**config.mk**
```make
export PLATFORM = sky130hd
export DESIGN_NAME = rqs_div
export DESIGN_NICKNAME = d
export VERILOG_FILES = /design/src/rqs_pkg.sv /design/src/rqs_div.sv
export SDC_FILE = /design/constraint.sdc
export NUM_CORES = 1
export LEC_CHECK = 0
export BUFFER_PORTS_ARGS = -buffer_cell sky130_fd_sc_hd__buf_2
export CAP_MARGIN = 20
export CORE_MARGIN = 2
export CORE_UTILIZATION = 55
export DETAILED_ROUTE_END_ITERATION = 10
export GPL_TIMING_DRIVEN = 0
export PLACE_DENSITY = 0.9
export SLEW_MARGIN = 20
export SYNTH_ARGS = -nofsm -noshare
export SYNTH_HDL_FRONTEND = slang
export SYNTH_SLANG_ARGS = --single-unit
export TNS_END_PERCENT = 50
```
**constraint.sdc**
```tcl
create_clock -name clk -period 3.7 [get_ports clk]
set_clock_uncertainty 0.2 [all_clocks]
set_input_delay 0.74 -clock clk [delete_from_list [all_inputs] [get_ports clk]]
set_output_delay 0.74 -clock clk [all_outputs]
set_load 0.1 [all_outputs]
```
**src/rqs_pkg.sv**
```systemverilog
package rqs_pkg;

    localparam int PROB_BITS          = 16;
    localparam int MAX_READ_LENGTH    = 1048576;
    localparam int MAX_WINDOW_DEFAULT = 1024;
    localparam int COUNT_W            = 21;
    localparam int TOTAL_W            = 37;
    localparam int SCORE_W            = 23;
    localparam int CFG_W              = 23;
    localparam int CFG_IDX_W          = 2;
    localparam int PERCENT            = 100;
    localparam int LENGTH_KNEE        = 5000;
    localparam int PHRED_OFFSET       = 33;
    localparam int PHRED_LEVELS       = 94;
    localparam int DIV_NW             = 48;
    localparam int DIV_DW             = 24;
    localparam int SQRT_TOP           = 46;

    localparam logic [CFG_IDX_W-1:0] REG_WINDOW     = 2'd0;
    localparam logic [CFG_IDX_W-1:0] REG_MIN_LENGTH = 2'd1;
    localparam logic [CFG_IDX_W-1:0] REG_MIN_MEAN   = 2'd2;
    localparam logic [CFG_IDX_W-1:0] REG_MIN_WINDOW = 2'd3;

    localparam logic [1:0] VERDICT_PASS       = 2'd0;
    localparam logic [1:0] VERDICT_SHORT      = 2'd1;
    localparam logic [1:0] VERDICT_LOW_MEAN   = 2'd2;
    localparam logic [1:0] VERDICT_LOW_WINDOW = 2'd3;

    // Probability of a correct call for one Phred+33 byte, Q0.16.
    function automatic logic [PROB_BITS-1:0] prob_of(input logic [7:0] qbyte);
        logic [7:0] q;
        logic [PROB_BITS-1:0] p;
        q = qbyte - 8'(PHRED_OFFSET);
        unique case (q)
            8'd0:  p = 16'd0;
            8'd1:  p = 16'd13479;
            8'd2:  p = 16'd24186;
            8'd3:  p = 16'd32690;
            8'd4:  p = 16'd39446;
            8'd5:  p = 16'd44812;
            8'd6:  p = 16'd49074;
            8'd7:  p = 16'd52460;
            8'd8:  p = 16'd55149;
            8'd9:  p = 16'd57286;
            8'd10: p = 16'd58982;
            8'd11: p = 16'd60330;
            8'd12: p = 16'd61401;
            8'd13: p = 16'd62251;
            8'd14: p = 16'd62927;
            8'd15: p = 16'd63464;
            8'd16: p = 16'd63890;
            8'd17: p = 16'd64228;
            8'd18: p = 16'd64497;
            8'd19: p = 16'd64711;
            8'd20: p = 16'd64881;
            8'd21: p = 16'd65015;
            8'd22: p = 16'd65122;
            8'd23: p = 16'd65208;
            8'd24: p = 16'd65275;
            8'd25: p = 16'd65329;
            8'd26: p = 16'd65371;
            8'd27: p = 16'd65405;
            8'd28: p = 16'd65432;
            8'd29: p = 16'd65453;
            8'd30: p = 16'd65470;
            8'd31: p = 16'd65484;
            8'd32: p = 16'd65495;
            8'd33: p = 16'd65503;
            8'd34: p = 16'd65510;
            8'd35: p = 16'd65515;
            8'd36: p = 16'd65520;
            8'd37: p = 16'd65523;
            8'd38: p = 16'd65526;
            8'd39: p = 16'd65528;
            8'd40: p = 16'd65529;
            8'd41: p = 16'd65531;
            8'd42: p = 16'd65532;
            8'd43: p = 16'd65533;
            8'd44: p = 16'd65533;
            8'd45: p = 16'd65534;
            8'd46: p = 16'd65534;
            default: p = 16'd65535;
        endcase
        if (qbyte < 8'(PHRED_OFFSET) || qbyte >= 8'(PHRED_OFFSET + PHRED_LEVELS))
        begin
            p = '0;
        end
        return p;
    endfunction

endpackage

```
**src/rqs_div.sv**
```systemverilog
module rqs_div #(
    parameter int NW = rqs_pkg::DIV_NW,
    parameter int DW = rqs_pkg::DIV_DW
) (
    input  logic          clk,
    input  logic          rst_n,
    input  logic          start,
    input  logic [NW-1:0] num,
    input  logic [DW-1:0] den,
    output logic          done,
    output logic [NW-1:0] quotient
);

    localparam int CW = $clog2(NW + 1);

    logic          busy_reg;
    logic          done_reg;
    logic [CW-1:0] cnt_reg;
    logic [DW-1:0] rem_reg;
    logic [DW-1:0] den_reg;
    logic [NW-1:0] quo_reg;

    logic [DW:0]   trial;
    logic          ge;
    logic [DW:0]   diff;

    assign trial = {rem_reg, quo_reg[NW-1]};
    assign ge    = trial >= {1'b0, den_reg};
    assign diff  = trial - {1'b0, den_reg};

    always_ff @(posedge clk or negedge rst_n)
    begin
        if (!rst_n)
        begin
            busy_reg <= 1'b0;
            done_reg <= 1'b0;
            cnt_reg  <= '0;
            rem_reg  <= '0;
            den_reg  <= '0;
            quo_reg  <= '0;
        end
        else
        begin
            done_reg <= !start && busy_reg && (cnt_reg == CW'(1));
            if (start)
            begin
                busy_reg <= 1'b1;
                cnt_reg  <= CW'(NW);
                rem_reg  <= '0;
                den_reg  <= den;
                quo_reg  <= num;
            end
            else if (busy_reg)
            begin
                rem_reg <= ge ? diff[DW-1:0] : trial[DW-1:0];
                quo_reg <= {quo_reg[NW-2:0], ge};
                cnt_reg <= cnt_reg - 1'b1;
                if (cnt_reg == CW'(1))
                begin
                    busy_reg <= 1'b0;
                end
            end
        end
    end

    assign done     = done_reg;
    assign quotient = quo_reg;

endmodule

```
==> run_results.csv <==
group,metric,value,unit
status,status,"complete, no violations",
timing,setup_violations,0,
cells_and_area,fillers,854,
global_routing,antenna_found_initial,0,
die,die_x,108.7,um
cells_and_area,postLayoutCoreUtil,65.72,%
route,dr.pass1.iters,5,
cells_and_area,stdcell_count,941,
die,core-area,0.01075,mm^2
critical_path,max_stage_delay,0.72,ns
critical_path,ff2ff_path_depth,9,
route,drt_iter0_drc,463,
global_routing,grt_pass1_vias,5197,
route,post_drt_via_cell_ratio,5.814,
pwr,pwr_density_cell,556.2,mW/mm^2
critical_path,crit_chain,"ha_1 -> a21o_1 -> a21oi_1 -> nand3b_1 -> a21oi_1 -> o21ai_1 -> a21oi_1 -> nand2_1 -> a311oi_1",
synthesis,synth_most_common_cell,"dfrtp_1",
die,rows,38,
clock_network,cts.sink_count,104,
synthesis,syn_nets,764,
clock_network,cts_made_buffers,9,
route,ant_nets,0,
timing,post-route-period-util,90.75,%
timing,hold_viol,0,
critical_path,cp_max_fo,10,
global_routing,grt_start_max_net_pins,64,
synthesis,async_flop_share,100.0,%
critical_path,start_kind,"register",
placed_design,place_congestion,0.9291,
timing,drv_slew,0,
placed_design,dp_cells,925,
synthesis,ys_seq_elements,104,
timing,fin_tns_setup,0,ns
critical_path,path_delay_family,"compound AO/OA/AOI/OAI gates",
placed_design,port_buffers,122,
placed_design,dp_hpwl,11080,um
die,num_io_pins,124,
timing,fmax,297.8,MHz
global_routing,grtUsageTotal,26.26,%
critical_path,cp.required,3.78,ns
critical_path,cp_slowest_cell,"a21oi_1",
clock_network,cts_buffer_depth,2,
synthesis,synth_ff_type,"dfrtp_1",
route,routed_wl,15080,um
cells_and_area,drive_above_1_share,18.85,%
critical_path,crit_path_frequent_cell,"a21oi_1",
critical_path,path_buf_inv,0,
global_routing,grt_overflow,0,
clock_network,clkLatencyLatePin,0.39,ns
synthesis,synthTopCellsByArea,"dfrtp_1, mux2i_1, o21ai_0",
critical_path,crit_type,"register to register",
pwr,finalPower,3.928,mW
pwr,static-leakage-power,3.741,nW
critical_path,end_kind,"register",
clock_network,cts.htree.levels,3,
timing,rsz0062_at_grt,"false",
pwr,vdd.ir_drop.worst,0.0002522,V
synthesis,synth_area_per_cell,9.100,um^2
synthesis,ys_top_cells_by_count,"dfrtp_1, nand2_1, o21ai_0, mux2i_1, nor2_1",
synthesis,syn_inst,662,
cells_and_area,largest_register_ffs,48,
clock_network,cts_tree,"built",
synthesis,synth_edf_count,0,
cells_and_area,area_growth,17.22,%
route,wl_per_cell,16.02,um
clock_network,path_clk_slew,0.12,ns
clock_network,post_cts_resize_count,0,
die,die-area,0.01181,mm^2
synthesis,yosysTopAreaCell,"dfrtp_1",
cells_and_area,layout.nets,898,
cells_and_area,antenna_cells,0,
route,dr_total_vias,5471,
critical_path,crit_cells,9,
synthesis,yosys.area.top_type_share,43.20,%
route,route.detailed.drc,0,
global_routing,grt_pass1_wl,24430,um
timing,tightest_slew,0.8476,ns
min_path,hold_class,"input pin to asynchronous set/reset pin",
critical_path,cp.arrival,3.44,ns
synthesis,yosys_warnings,0,
clock_network,cts_hold_buf,0,
synthesis,post_synth_num_cell_types,53,
clock_network,cts_root_buf,"clkbuf_8",
die,start_util,56.07,%
clock_network,cts_setup_buffers,0,
flow_run,maxCapViolCount,0,
die,die_y,108.7,um
timing,max_slew_margin,43.49,%
timing,post-route-min-period,3.358,ns
synthesis,syn_area,0.006025,mm^2
synthesis,ys_seq_area_share,43.20,%
[power by group]
part / switching (mW) / internal (mW) / total [mW]
sequential: 0.120 / 1.29 / 1.41
combinational: 1.17 / 0.602 / 1.77
clock: 0.476 / 0.277 / 0.753
total: 1.76 / 2.17 / 3.93
[cell usage in the layout (no fill, tap or decap), drive strengths merged, types with 4 or more instances in the layout]
cell,n
mux2i,62
and3,5
xor2,10
dfrtp,104
a211oi,19
nand3,11
a21o,10
nand4,7
nor3,8
a31oi,8
clkinv,4
inv,37
xnor2,13
nand2,99
o21a,4
nor2b,7
o21ai,87
ha,26
clkbuf,39
buf,136
nor2,43
o31ai,5
a311oi,4
a21oi,17
[cell type report]
| cell class | count | area (um^2) | share of cell area [%] |
|---|---|---|---|
| repair buffers | 123 | 644.4 | 9.125 |
| well taps | 140 | 175.2 | 2.481 |
| multi-input cells | 481 | 3094 | 43.82 |
| plain buffers | 43 | 200.2 | 2.835 |
| clock buffers | 9 | 123.9 | 1.754 |
| clock inverters | 7 | 93.84 | 1.329 |
| flip-flops and latches | 104 | 2603 | 36.85 |
| inverters | 34 | 127.6 | 1.807 |
[routing by layer]
layer	wire [um]	GRT usage, %	vias to the layer above
met1	6335	34.17	2652
li1	-	-	2583
met2	7580	44.73	193
met5	0	0	-
met3	699	3.766	43
met4	460	9.707	0
[per-stage QoR]
step	instance area, um^2	hold slack, ns	worst slack, ns
floorplan	6025	0.2444	0.4425
global placement	6810	0.3073	0.5102
detailed placement	6844	0.3104	0.4591
CTS	7062	0.04188	0.3944
global route	7062	0.05628	0.04025
finish	7062	0.03717	0.3421
[final timing paths]
kind / from / end / slack (ns)
worst max-delay path: rem_reg[2]$_DFFE_PN0P_ / rem_reg[0]$_DFFE_PN0P_ / 0.34
worst min-delay path: rst_n / rem_reg[11]$_DFFE_PN0P_ / 0.04
worst max register to register: rem_reg[2]$_DFFE_PN0P_ / rem_reg[0]$_DFFE_PN0P_ / 0.34
worst min register to register: cnt_reg[4]$_DFFE_PN0P_ / done$_DFF_PN0_ / 0.34
max in group asynchronous: rst_n / cnt_reg[4]$_DFFE_PN0P_ / 2.63
min in group clk: cnt_reg[4]$_DFFE_PN0P_ / done$_DFF_PN0_ / 0.34
[cells by family after synthesis]
kind of cell | after synthesis | synth area share [%]
xor gates and xnor gates | 23 | 3.344
adders and majority gates | 27 | 5.732
DFF | 104 | 43.20
muxes | 63 | 10.49
AOI/OAI and AO/OA | 173 | 17.53
and+or+nand+nor | 195 | 14.27
buffers and inverters | 77 | 5.441
No activity file was read; power rests on OpenSTA's default activity.
